File: config.mk
export PLATFORM = sky130hd
export DESIGN_NAME = array_doubly_linked_list_unit
export DESIGN_NICKNAME = d
export VERILOG_FILES = /design/src/hw/rtl/adll_pkg.sv /design/src/hw/rtl/array_doubly_linked_list_unit.sv /design/src/hw/rtl/adll_ram.sv /design/src/hw/rtl/adll_seq.sv
export SDC_FILE = /design/constraint.sdc
export NUM_CORES = 2
export LEC_CHECK = 0
export ABC_AREA = 1
export BUFFER_PORTS_ARGS = -buffer_cell sky130_fd_sc_hd__buf_4
export CAP_MARGIN = 40
export CORE_MARGIN = 3
export CORE_UTILIZATION = 35
export CTS_CLUSTER_DIAMETER = 100
export DETAILED_ROUTE_END_ITERATION = 16
export GPL_TIMING_DRIVEN = 0
export MAX_ROUTING_LAYER = met4
export PLACE_DENSITY = 0.57
export SLEW_MARGIN = 20
export SYNTH_ARGS = -nofsm -noshare
export SYNTH_HDL_FRONTEND = slang
export SYNTH_SLANG_ARGS = --single-unit
export TNS_END_PERCENT = 100
File: constraint.sdc
create_clock -name clk -period 13.9 [get_ports clk]
set_input_delay 2.78 -clock clk [delete_from_list [all_inputs] [get_ports clk]]
set_output_delay 2.78 -clock clk [all_outputs]
set_load 0.005 [all_outputs]
File: src/hw/rtl/adll_pkg.sv
`timescale 1ns / 1ps

package adll_pkg;

  typedef enum logic [2:0] {
    MODE_INS_HEAD  = 3'd0,
    MODE_INS_AFTER = 3'd1,
    MODE_APPEND    = 3'd2,
    MODE_ERASE     = 3'd3,
    MODE_READ      = 3'd4,
    MODE_CLEAR     = 3'd5
  } mode_t;

  typedef enum logic [1:0] {
    ST_OK     = 2'd0,
    ST_FULL   = 2'd1,
    ST_ABSENT = 2'd2,
    ST_EMPTY  = 2'd3
  } status_t;

  typedef enum logic [2:0] {
    S_CLEAR,
    S_IDLE,
    S_CHECK,
    S_LINK,
    S_DONE
  } seq_state_t;

  // One result beat as it leaves the sequencer, already in port format.
  typedef struct packed {
    status_t     status;
    logic [5:0]  slot;
    logic [5:0]  prev_slot;
    logic [5:0]  next_slot;
    logic [31:0] data_out;
    logic [5:0]  head_slot;
    logic [5:0]  tail_slot;
    logic [5:0]  count;
    logic [5:0]  free_slot;
  } result_t;

endpackage

File: src/hw/rtl/array_doubly_linked_list_unit.sv
// Array-backed doubly linked list over SLOTS slots with a free chain; the index
// SLOTS means nil. Each input beat (insert at head, insert after a slot, append,
// erase, read, clear) returns exactly one result beat carrying status, the slot
// touched with its links and data, and head, tail, count and free head after the
// step. The links live in two single-port-write memories with registered reads,
// and a sequencer does one read-modify-write pass per beat: an insert, append or
// erase goes through idle, check, link and done, a read or a rejected beat skips link,
// and a clear rewrites one slot per cycle in the clear state before done. After
// reset the same walk runs with in_ready low. A finished result sits in an
// output register, so the sequencer moves on while it waits.
`timescale 1ns / 1ps

module array_doubly_linked_list_unit #(
  parameter int SLOTS = 32,
  parameter int DATA_WIDTH = 32
) (
  input  logic        clk,
  input  logic        rst_n,
  input  logic        in_valid,
  output logic        in_ready,
  input  logic [2:0]  in_mode,
  input  logic [4:0]  in_position,
  input  logic [31:0] in_value,
  output logic        out_valid,
  input  logic        out_ready,
  output logic [1:0]  out_status,
  output logic [5:0]  out_slot,
  output logic [5:0]  out_prev_slot,
  output logic [5:0]  out_next_slot,
  output logic [31:0] out_data_out,
  output logic [5:0]  out_head_slot,
  output logic [5:0]  out_tail_slot,
  output logic [5:0]  out_count,
  output logic [5:0]  out_free_slot
);

  import adll_pkg::*;

  localparam int AW = $clog2(SLOTS);
  localparam int IW = $clog2(SLOTS + 1);
  localparam int PW = IW + 1;
  localparam int NW = IW + DATA_WIDTH;

  logic          p_we, p_re, n_we, n_re;
  logic [AW-1:0] p_waddr, p_raddr, n_waddr, n_raddr;
  logic [PW-1:0] p_wdata, p_rdata;
  logic [NW-1:0] n_wdata, n_rdata;

  logic    res_valid, res_ready;
  result_t res;

  logic    out_valid_r, out_valid_nxt;
  result_t out_res_r, out_res_nxt;

  adll_ram #(.WIDTH(PW), .DEPTH(SLOTS)) u_prev_ram (
    .clk     (clk),
    .we      (p_we),
    .waddr   (p_waddr),
    .wdata   (p_wdata),
    .re      (p_re),
    .raddr   (p_raddr),
    .rdata_r (p_rdata)
  );

  adll_ram #(.WIDTH(NW), .DEPTH(SLOTS)) u_next_ram (
    .clk     (clk),
    .we      (n_we),
    .waddr   (n_waddr),
    .wdata   (n_wdata),
    .re      (n_re),
    .raddr   (n_raddr),
    .rdata_r (n_rdata)
  );

  adll_seq #(.SLOTS(SLOTS), .DATA_WIDTH(DATA_WIDTH)) u_seq (
    .clk         (clk),
    .rst_n       (rst_n),
    .in_valid    (in_valid),
    .in_ready    (in_ready),
    .in_mode     (in_mode),
    .in_position (in_position),
    .in_value    (in_value),
    .res_valid   (res_valid),
    .res_ready   (res_ready),
    .res         (res),
    .p_we        (p_we),
    .p_waddr     (p_waddr),
    .p_wdata     (p_wdata),
    .p_re        (p_re),
    .p_raddr     (p_raddr),
    .p_rdata     (p_rdata),
    .n_we        (n_we),
    .n_waddr     (n_waddr),
    .n_wdata     (n_wdata),
    .n_re        (n_re),
    .n_raddr     (n_raddr),
    .n_rdata     (n_rdata)
  );

  // Take a new result whenever the output register is empty or being drained.
  assign res_ready = !out_valid_r || out_ready;

  always_comb begin
    out_valid_nxt = out_valid_r;
    out_res_nxt   = out_res_r;
    if (res_ready) begin
      out_valid_nxt = res_valid;
      if (res_valid) begin
        out_res_nxt = res;
      end
    end
  end

  always_ff @(posedge clk) begin
    if (!rst_n) begin
      out_valid_r <= 1'b0;
    end else begin
      out_valid_r <= out_valid_nxt;
    end
  end

  always_ff @(posedge clk) begin
    out_res_r <= out_res_nxt;
  end

  assign out_valid     = out_valid_r;
  assign out_status    = out_res_r.status;
  assign out_slot      = out_res_r.slot;
  assign out_prev_slot = out_res_r.prev_slot;
  assign out_next_slot = out_res_r.next_slot;
  assign out_data_out  = out_res_r.data_out;
  assign out_head_slot = out_res_r.head_slot;
  assign out_tail_slot = out_res_r.tail_slot;
  assign out_count     = out_res_r.count;
  assign out_free_slot = out_res_r.free_slot;

endmodule

File: src/hw/rtl/adll_ram.sv
`timescale 1ns / 1ps

module adll_ram #(
  parameter int WIDTH = 7,
  parameter int DEPTH = 32,
  localparam int AW = $clog2(DEPTH)
) (
  input  logic             clk,
  input  logic             we,
  input  logic [AW-1:0]    waddr,
  input  logic [WIDTH-1:0] wdata,
  input  logic             re,
  input  logic [AW-1:0]    raddr,
  output logic [WIDTH-1:0] rdata_r
);

  logic [WIDTH-1:0] mem [DEPTH];

  always_ff @(posedge clk) begin
    if (we) begin
      mem[waddr] <= wdata;
    end
  end

  always_ff @(posedge clk) begin
    if (re) begin
      rdata_r <= mem[raddr];
    end
  end

endmodule

File: src/hw/rtl/adll_seq.sv
`timescale 1ns / 1ps

module adll_seq #(
  parameter int SLOTS = 32,
  parameter int DATA_WIDTH = 32,
  localparam int AW = $clog2(SLOTS),
  localparam int IW = $clog2(SLOTS + 1),
  localparam int PW = IW + 1,
  localparam int NW = IW + DATA_WIDTH
) (
  input  logic              clk,
  input  logic              rst_n,
  input  logic              in_valid,
  output logic              in_ready,
  input  logic [2:0]        in_mode,
  input  logic [4:0]        in_position,
  input  logic [31:0]       in_value,
  output logic              res_valid,
  input  logic              res_ready,
  output adll_pkg::result_t res,
  // prev store: {in_list, prev}
  output logic              p_we,
  output logic [AW-1:0]     p_waddr,
  output logic [PW-1:0]     p_wdata,
  output logic              p_re,
  output logic [AW-1:0]     p_raddr,
  input  logic [PW-1:0]     p_rdata,
  // next store: {next, data}
  output logic              n_we,
  output logic [AW-1:0]     n_waddr,
  output logic [NW-1:0]     n_wdata,
  output logic              n_re,
  output logic [AW-1:0]     n_raddr,
  input  logic [NW-1:0]     n_rdata
);

  import adll_pkg::*;

  localparam int DW = DATA_WIDTH;
  localparam logic [IW-1:0] Nil = IW'(SLOTS);
  localparam logic [AW-1:0] LastAddr = AW'(SLOTS - 1);

  seq_state_t state_r, state_nxt;
  logic [2:0]    mode_r, mode_nxt;
  logic [AW-1:0] pos_r, pos_nxt;
  logic          pos_ok_r, pos_ok_nxt;
  logic [DW-1:0] val_r, val_nxt;
  logic [IW-1:0] head_r, head_nxt;
  logic [IW-1:0] tail_r, tail_nxt;
  logic [IW-1:0] fh_r, fh_nxt;
  logic [IW-1:0] cnt_r, cnt_nxt;
  logic [NW-1:0] n1_r, n1_nxt;
  logic [AW-1:0] clr_r, clr_nxt;
  logic          clr_reply_r, clr_reply_nxt;
  status_t       st_r, st_nxt;
  logic [IW-1:0] rs_slot_r, rs_slot_nxt;
  logic [IW-1:0] rs_prev_r, rs_prev_nxt;
  logic [IW-1:0] rs_next_r, rs_next_nxt;
  logic [DW-1:0] rs_data_r, rs_data_nxt;
  logic          w2p_en_r, w2p_en_nxt;
  logic [AW-1:0] w2p_addr_r, w2p_addr_nxt;
  logic [PW-1:0] w2p_data_r, w2p_data_nxt;
  logic          w2n_en_r, w2n_en_nxt;
  logic [AW-1:0] w2n_addr_r, w2n_addr_nxt;
  logic [NW-1:0] w2n_data_r, w2n_data_nxt;

  logic          memb;
  logic          full;
  logic [IW-1:0] pos_idx;
  logic [IW-1:0] p_prev;
  logic [IW-1:0] n1_next;
  logic [DW-1:0] n1_data;
  logic [IW-1:0] n2_next;
  logic [DW-1:0] n2_data;

  assign pos_idx = IW'(pos_r);
  assign p_prev  = p_rdata[IW-1:0];
  assign n1_next = n1_r[NW-1 -: IW];
  assign n1_data = n1_r[DW-1:0];
  assign n2_next = n_rdata[NW-1 -: IW];
  assign n2_data = n_rdata[DW-1:0];
  assign memb    = pos_ok_r && p_rdata[IW];
  assign full    = (cnt_r >= Nil) || (fh_r >= Nil);

  assign res.status    = st_r;
  assign res.slot      = 6'(rs_slot_r);
  assign res.prev_slot = 6'(rs_prev_r);
  assign res.next_slot = 6'(rs_next_r);
  assign res.data_out  = 32'(rs_data_r);
  assign res.head_slot = 6'(head_r);
  assign res.tail_slot = 6'(tail_r);
  assign res.count     = 6'(cnt_r);
  assign res.free_slot = 6'(fh_r);

  always_comb begin
    state_nxt     = state_r;
    mode_nxt      = mode_r;
    pos_nxt       = pos_r;
    pos_ok_nxt    = pos_ok_r;
    val_nxt       = val_r;
    head_nxt      = head_r;
    tail_nxt      = tail_r;
    fh_nxt        = fh_r;
    cnt_nxt       = cnt_r;
    n1_nxt        = n1_r;
    clr_nxt       = clr_r;
    clr_reply_nxt = clr_reply_r;
    st_nxt        = st_r;
    rs_slot_nxt   = rs_slot_r;
    rs_prev_nxt   = rs_prev_r;
    rs_next_nxt   = rs_next_r;
    rs_data_nxt   = rs_data_r;
    w2p_en_nxt    = w2p_en_r;
    w2p_addr_nxt  = w2p_addr_r;
    w2p_data_nxt  = w2p_data_r;
    w2n_en_nxt    = w2n_en_r;
    w2n_addr_nxt  = w2n_addr_r;
    w2n_data_nxt  = w2n_data_r;

    in_ready  = 1'b0;
    res_valid = 1'b0;
    p_we      = 1'b0;
    p_waddr   = '0;
    p_wdata   = '0;
    n_we      = 1'b0;
    n_waddr   = '0;
    n_wdata   = '0;
    p_re      = 1'b0;
    p_raddr   = AW'(in_position);
    n_re      = 1'b0;
    n_raddr   = AW'(in_position);

    case (state_r)
      S_CLEAR: begin
        // Rebuild one slot a cycle: out of the list, free chain to the next slot.
        p_we    = 1'b1;
        p_waddr = clr_r;
        p_wdata = {1'b0, Nil};
        n_we    = 1'b1;
        n_waddr = clr_r;
        n_wdata = {((clr_r == LastAddr) ? Nil : IW'(clr_r) + IW'(1)), DW'(0)};
        head_nxt = Nil;
        tail_nxt = Nil;
        fh_nxt   = '0;
        cnt_nxt  = '0;
        if (clr_r == LastAddr) begin
          clr_nxt       = '0;
          clr_reply_nxt = 1'b0;
          state_nxt     = clr_reply_r ? S_DONE : S_IDLE;
        end else begin
          clr_nxt = clr_r + AW'(1);
        end
      end

      S_IDLE: begin
        in_ready = 1'b1;
        p_re     = 1'b1;
        n_re     = 1'b1;
        if (in_mode == MODE_INS_HEAD || in_mode == MODE_APPEND) begin
          n_raddr = fh_r[AW-1:0];
        end
        if (in_valid) begin
          mode_nxt    = in_mode;
          pos_nxt     = AW'(in_position);
          pos_ok_nxt  = int'(in_position) < SLOTS;
          val_nxt     = DW'(in_value);
          st_nxt      = ST_OK;
          rs_slot_nxt = Nil;
          rs_prev_nxt = Nil;
          rs_next_nxt = Nil;
          rs_data_nxt = '0;
          w2p_en_nxt  = 1'b0;
          w2n_en_nxt  = 1'b0;
          if (in_mode == MODE_CLEAR) begin
            clr_nxt       = '0;
            clr_reply_nxt = 1'b1;
            state_nxt     = S_CLEAR;
          end else begin
            state_nxt = S_CHECK;
          end
        end
      end

      S_CHECK: begin
        n1_nxt    = n_rdata;
        state_nxt = S_DONE;
        case (mode_r)
          MODE_INS_HEAD: begin
            if (full) begin
              st_nxt = ST_FULL;
            end else begin
              state_nxt = S_LINK;
            end
          end
          MODE_INS_AFTER: begin
            if (full) begin
              st_nxt = ST_FULL;
            end else if (!memb) begin
              st_nxt = ST_ABSENT;
            end else begin
              // fetch the free slot's chain link
              n_re      = 1'b1;
              n_raddr   = fh_r[AW-1:0];
              state_nxt = S_LINK;
            end
          end
          MODE_APPEND: begin
            if (full) begin
              st_nxt = ST_FULL;
            end else begin
              n_re      = 1'b1;
              n_raddr   = tail_r[AW-1:0];
              state_nxt = S_LINK;
            end
          end
          MODE_ERASE: begin
            if (cnt_r == '0) begin
              st_nxt = ST_EMPTY;
            end else if (!memb) begin
              st_nxt = ST_ABSENT;
            end else begin
              n_re      = 1'b1;
              n_raddr   = p_prev[AW-1:0];
              state_nxt = S_LINK;
            end
          end
          MODE_READ: begin
            if (cnt_r == '0) begin
              st_nxt = ST_EMPTY;
            end else if (!memb) begin
              st_nxt = ST_ABSENT;
            end else begin
              rs_slot_nxt = pos_idx;
              rs_prev_nxt = p_prev;
              rs_next_nxt = n_rdata[NW-1 -: IW];
              rs_data_nxt = n_rdata[DW-1:0];
            end
          end
          default: begin
          end
        endcase
      end

      S_LINK: begin
        // First write pair goes out now; the second is held for the done state.
        state_nxt = S_DONE;
        case (mode_r)
          MODE_INS_HEAD: begin
            p_we    = 1'b1;
            p_waddr = fh_r[AW-1:0];
            p_wdata = {1'b1, Nil};
            n_we    = 1'b1;
            n_waddr = fh_r[AW-1:0];
            n_wdata = {head_r, val_r};
            w2p_en_nxt   = head_r != Nil;
            w2p_addr_nxt = head_r[AW-1:0];
            w2p_data_nxt = {1'b1, fh_r};
            fh_nxt   = n1_next;
            head_nxt = fh_r;
            tail_nxt = (head_r == Nil) ? fh_r : tail_r;
            cnt_nxt  = cnt_r + IW'(1);
            rs_slot_nxt = fh_r;
            rs_prev_nxt = Nil;
            rs_next_nxt = head_r;
            rs_data_nxt = val_r;
          end
          MODE_INS_AFTER: begin
            p_we    = 1'b1;
            p_waddr = fh_r[AW-1:0];
            p_wdata = {1'b1, pos_idx};
            n_we    = 1'b1;
            n_waddr = fh_r[AW-1:0];
            n_wdata = {n1_next, val_r};
            w2n_en_nxt   = 1'b1;
            w2n_addr_nxt = pos_r;
            w2n_data_nxt = {fh_r, n1_data};
            w2p_en_nxt   = n1_next != Nil;
            w2p_addr_nxt = n1_next[AW-1:0];
            w2p_data_nxt = {1'b1, fh_r};
            fh_nxt   = n2_next;
            tail_nxt = (n1_next == Nil) ? fh_r : tail_r;
            cnt_nxt  = cnt_r + IW'(1);
            rs_slot_nxt = fh_r;
            rs_prev_nxt = pos_idx;
            rs_next_nxt = n1_next;
            rs_data_nxt = val_r;
          end
          MODE_APPEND: begin
            p_we    = 1'b1;
            p_waddr = fh_r[AW-1:0];
            p_wdata = {1'b1, tail_r};
            n_we    = 1'b1;
            n_waddr = fh_r[AW-1:0];
            n_wdata = {Nil, val_r};
            w2n_en_nxt   = tail_r != Nil;
            w2n_addr_nxt = tail_r[AW-1:0];
            w2n_data_nxt = {fh_r, n2_data};
            fh_nxt   = n1_next;
            head_nxt = (tail_r == Nil) ? fh_r : head_r;
            tail_nxt = fh_r;
            cnt_nxt  = cnt_r + IW'(1);
            rs_slot_nxt = fh_r;
            rs_prev_nxt = tail_r;
            rs_next_nxt = Nil;
            rs_data_nxt = val_r;
          end
          MODE_ERASE: begin
            // Unhook the slot and push it onto the front of the free chain.
            p_we    = 1'b1;
            p_waddr = pos_r;
            p_wdata = {1'b0, Nil};
            n_we    = 1'b1;
            n_waddr = pos_r;
            n_wdata = {fh_r, n1_data};
            w2n_en_nxt   = p_prev != Nil;
            w2n_addr_nxt = p_prev[AW-1:0];
            w2n_data_nxt = {n1_next, n2_data};
            w2p_en_nxt   = n1_next != Nil;
            w2p_addr_nxt = n1_next[AW-1:0];
            w2p_data_nxt = {1'b1, p_prev};
            head_nxt = (p_prev == Nil) ? n1_next : head_r;
            tail_nxt = (n1_next == Nil) ? p_prev : tail_r;
            fh_nxt   = pos_idx;
            cnt_nxt  = cnt_r - IW'(1);
            rs_slot_nxt = pos_idx;
            rs_prev_nxt = p_prev;
            rs_next_nxt = n1_next;
            rs_data_nxt = n1_data;
          end
          default: begin
          end
        endcase
      end

      S_DONE: begin
        // Hold the second write pair until the beat is taken; rewriting is harmless.
        res_valid = 1'b1;
        p_we      = w2p_en_r;
        p_waddr   = w2p_addr_r;
        p_wdata   = w2p_data_r;
        n_we      = w2n_en_r;
        n_waddr   = w2n_addr_r;
        n_wdata   = w2n_data_r;
        if (res_ready) begin
          w2p_en_nxt = 1'b0;
          w2n_en_nxt = 1'b0;
          state_nxt  = S_IDLE;
        end
      end

      default: begin
        state_nxt = S_IDLE;
      end
    endcase
  end

  always_ff @(posedge clk) begin
    if (!rst_n) begin
      state_r     <= S_CLEAR;
      clr_r       <= '0;
      clr_reply_r <= 1'b0;
      head_r      <= Nil;
      tail_r      <= Nil;
      fh_r        <= '0;
      cnt_r       <= '0;
      w2p_en_r    <= 1'b0;
      w2n_en_r    <= 1'b0;
    end else begin
      state_r     <= state_nxt;
      clr_r       <= clr_nxt;
      clr_reply_r <= clr_reply_nxt;
      head_r      <= head_nxt;
      tail_r      <= tail_nxt;
      fh_r        <= fh_nxt;
      cnt_r       <= cnt_nxt;
      w2p_en_r    <= w2p_en_nxt;
      w2n_en_r    <= w2n_en_nxt;
    end
  end

  always_ff @(posedge clk) begin
    mode_r     <= mode_nxt;
    pos_r      <= pos_nxt;
    pos_ok_r   <= pos_ok_nxt;
    val_r      <= val_nxt;
    n1_r       <= n1_nxt;
    st_r       <= st_nxt;
    rs_slot_r  <= rs_slot_nxt;
    rs_prev_r  <= rs_prev_nxt;
    rs_next_r  <= rs_next_nxt;
    rs_data_r  <= rs_data_nxt;
    w2p_addr_r <= w2p_addr_nxt;
    w2p_data_r <= w2p_data_nxt;
    w2n_addr_r <= w2n_addr_nxt;
    w2n_data_r <= w2n_data_nxt;
  end

  a_count_range: assert property (@(posedge clk) disable iff (!rst_n)
    cnt_r <= Nil)
    else $error("entry count above capacity");

  a_ends_agree: assert property (@(posedge clk) disable iff (!rst_n)
    (state_r == S_IDLE) |-> ((head_r == Nil) == (tail_r == Nil)))
    else $error("head and tail disagree on an empty list");

  a_empty_count: assert property (@(posedge clk) disable iff (!rst_n)
    (state_r == S_IDLE) |-> ((cnt_r == '0) == (head_r == Nil)))
    else $error("count and head disagree on an empty list");

  a_full_free: assert property (@(posedge clk) disable iff (!rst_n)
    (state_r == S_IDLE) |-> ((cnt_r == Nil) == (fh_r == Nil)))
    else $error("free chain and count disagree on a full list");

endmodule
==> impl_metrics.csv <==
group,metric,value,unit
outcome,status,"complete, no violations",
setup_path,cp-start-kind,"primary input",
floorplanning,fp.dieH,460.8,µm
grt,grt_max_degree,36,
synthesis,synth-edff-count,1745,
synthesis,synth_top_cell_area_share,72.39,%
floorplanning,io_pins,122,
layout,fin_cells,9216,
setup_path,cp_data_arrival_time,6.53,ns
synthesis,syn_avg_cell_area,12.24,µm²
synthesis,yosysWarnings,0,
sta,setup_ws,7.897,ns
drt,dr.pass1.iters,6,
sta,holdWs,0.3966,ns
clocking,ctsHoldBuffers,0,
worst_hold_path,worstHoldPathType,"reg -> reg",
synthesis,ys_top_cells_by_area,"edfxtp_1, nand3_1, nand2_1",
layout,design_area,86140,µm²
clocking,cts-root-buf,"clkbuf_16",
layout,final_core_util,41.98,%
synthesis,async_reset_ff_share,0,%
setup_path,endpoint_kind,"flop",
setup_path,cp_max_fo,10,
sta,max_freq,166.6,MHz
synthesis,syn-cell-area,72390,µm²
pwr,ir_worst_vdd,0.00009869,V
drt,vias,52299,
grt,grt_pass1_vias,49685,
grt,grtUsageTotal,24.81,%
sta,rsz0062_at_grt,"no",
clocking,cts_max_path_buffers,3,
drt,routedWlPerCell,28.49,µm
clocking,clk-insertion-delay-late,0.84,ns
clocking,h-tree-depth,4,
clocking,postCtsSetupBuffers,0,
place,dp_hpwl,189700,µm
place,io_buffers,121,
synthesis,yosysUniqueCellTypes,47,
drt,routed_wl,262600,µm
layout,seq_area,53120,µm²
pwr,fin_total_pwr,11.33,mW
synthesis,ys_seq_area_share,73.38,%
sta,tightestPinTransition,0.9246,ns
clocking,path_clk_slew,0.06,ns
synthesis,ys_seq_elements,1781,
setup_path,slowest_delay,0.49,ns
sta,drv_slew,0,
setup_path,path_common_cell,"nand3_1",
layout,drive_gt1_share,11.72,%
sta,hold_violations,0,
layout,multiInputGateArea,17530,µm²
floorplanning,die_w,460.8,µm
place,place_inst,8855,
clocking,clkSinkCount,1781,
pwr,powerDensity,131.5,nW/µm²
sta,period_minus_slack,6.003,ns
place,place_congestion,0.9555,
sta,relSlewSlack,38.36,%
synthesis,yosysMostFrequentCell,"nand3_1",
sta,period_share,43.19,%
place,dpl_cell_area,80100,µm²
layout,fillerInstances,19040,
clocking,cts-buffers-inserted,187,
drt,viasPerCell,5.675,
setup_path,crit_type,"in -> reg",
floorplanning,start_util,35.28,%
clocking,cts_tree,"yes",
setup_path,critPathRequiredTime,14.43,ns
sta,setup_viol,0,
drt,drt-initial-drc-count,7394,
layout,area_delta_synth_final,19.00,%
grt,antenna_found_initial,13,
synthesis,yosysTopAreaCell,"edfxtp_1",
synthesis,ys_top_cells_by_count,"nand3_1, edfxtp_1, nand2_1, nor2_1, o21ai_0",
synthesis,synthFlopType,"edfxtp_1",
clocking,cts_resized,0,
grt,grt_pass1_wl,365200,µm
floorplanning,dieArea,212300,µm²
place,preCtsSetupSlack,7.220,ns
layout,nNetsFinal,6419,
setup_path,critical-path-slowest-cell,"buf_2",
floorplanning,core,205200,µm²
drt,drc_errors,0,
synthesis,postSynthCellCount,5912,
floorplanning,rows,166,
grt,gr-total-overflow,0,
sta,skew,0.06880,ns
job,max_cap_violations,0,
pwr,leakage,30.90,nW
sta,fin_tns_setup,0,ns
setup_path,cp_cell_sequence,"buf_4, inv_1, nand2_1, o21ai_0, o21ai_0, inv_1, nand3_2, nand2_1, buf_4, buf_2, buf_2, nand3_1, nand3_1, nand3_1, nand3_1, nand2_1",
drt,ant_nets,0,
synthesis,syn_nets,5963,
[registers in the layout, summed over array words and instances (netlist names), 7 cells and up]
signal and flops:
u_prev_ram.rdata_r 7, u_seq.rs_data_r 32, u_next_ram.mem 1216, u_prev_ram.mem 224
out_data_out 32, u_seq.val_r 32, u_next_ram.rdata_r 38, u_seq.n1_r 38
u_seq.w2n_data_r 38
[critical path, delay by kind of cell]
kind | cells | cell delay (ns)
AO/OA/AOI/OAI | 2 | 0.29
buffers and inverters | 6 | 1.38
AND/OR/NAND/NOR | 8 | 2.05
[power breakdown]
part           internal (mW)  total [mW]  switching [mW]
Combinational          0.148       0.611           0.462
Sequential              5.87        5.88          0.0101
Clock                   2.71        4.84            2.13
[metal layers]
metal / GRT usage (%) / share of wire, % / vias up
li1: - / - / 22729
met1: 32.72 / 40 / 25911
met2: 38.29 / 46 / 3131
met3: 5.330 / 11 / 528
met4: 8.005 / 3.3 / 0
met5: - / 0 / -
[cells in the final DEF, fill, tap and decap left out, types with 8 or more instances in the layout]
cell type,count
nand4_1,8
nand2_1,901
nand2_2,20
nand3_2,9
o21ai_0,247
dfxtp_1,36
inv_1,152
buf_6,15
buf_8,9
o221ai_4,15
clkinv_2,22
o221ai_1,37
nor2_1,260
bufinv_16,10
buf_4,150
a31oi_1,8
nor2_4,37
a21oi_1,62
o211ai_1,12
clkbuf_1,290
clkbuf_16,190
buf_16,54
o22ai_1,49
nand3_1,1790
buf_12,50
o32ai_1,15
clkinvlp_4,9
diode_2,9
edfxtp_1,1745
clkinv_1,51
buf_1,40
inv_2,9
a32oi_1,15
buf_2,125
[cells by family after synthesis]
logic type	after synthesis	share of synthesized area, %
adders and majority gates	7	0.1314
AOI/OAI and AO/OA	492	4.110
DFF	1781	73.38
and+or+nand+nor	3043	19.03
buffers and inverters	587	3.324
xor gates and xnor gates	2	0.02420
[final timing paths]
| kind | cells past startpoint | slack (ns) | to | start |
|---|---|---|---|---|
| worst max register to register | 17 | 8.91 | u_next_ram.rdata_r[9]$_DFFE_PP_ | u_seq.mode_r[2]$_DFFE_PP_ |
| worst min register to register | 0 | 0.40 | out_next_slot[0]$_DFFE_PP_ | u_seq.rs_next_r[0]$_DFFE_PP_ |
| worst min-delay path | 0 | 0.40 | out_next_slot[0]$_DFFE_PP_ | u_seq.rs_next_r[0]$_DFFE_PP_ |
| worst max-delay path | 16 | 7.90 | u_next_ram.rdata_r[5]$_DFFE_PP_ | in_mode[2] |
[final cells by class]
cell class	instances	share of cell area [%]
sequential	1781	61.67
tap	2688	3.904
antenna	9	0.02614
clock inverter	100	1.053
timing repair buffer	267	4.449
inverter	164	0.7161
multi-input combinational	3544	20.35
clock buffer	240	5.749
buffer	423	2.087
Note: power is estimated with default switching activity, not from simulation.
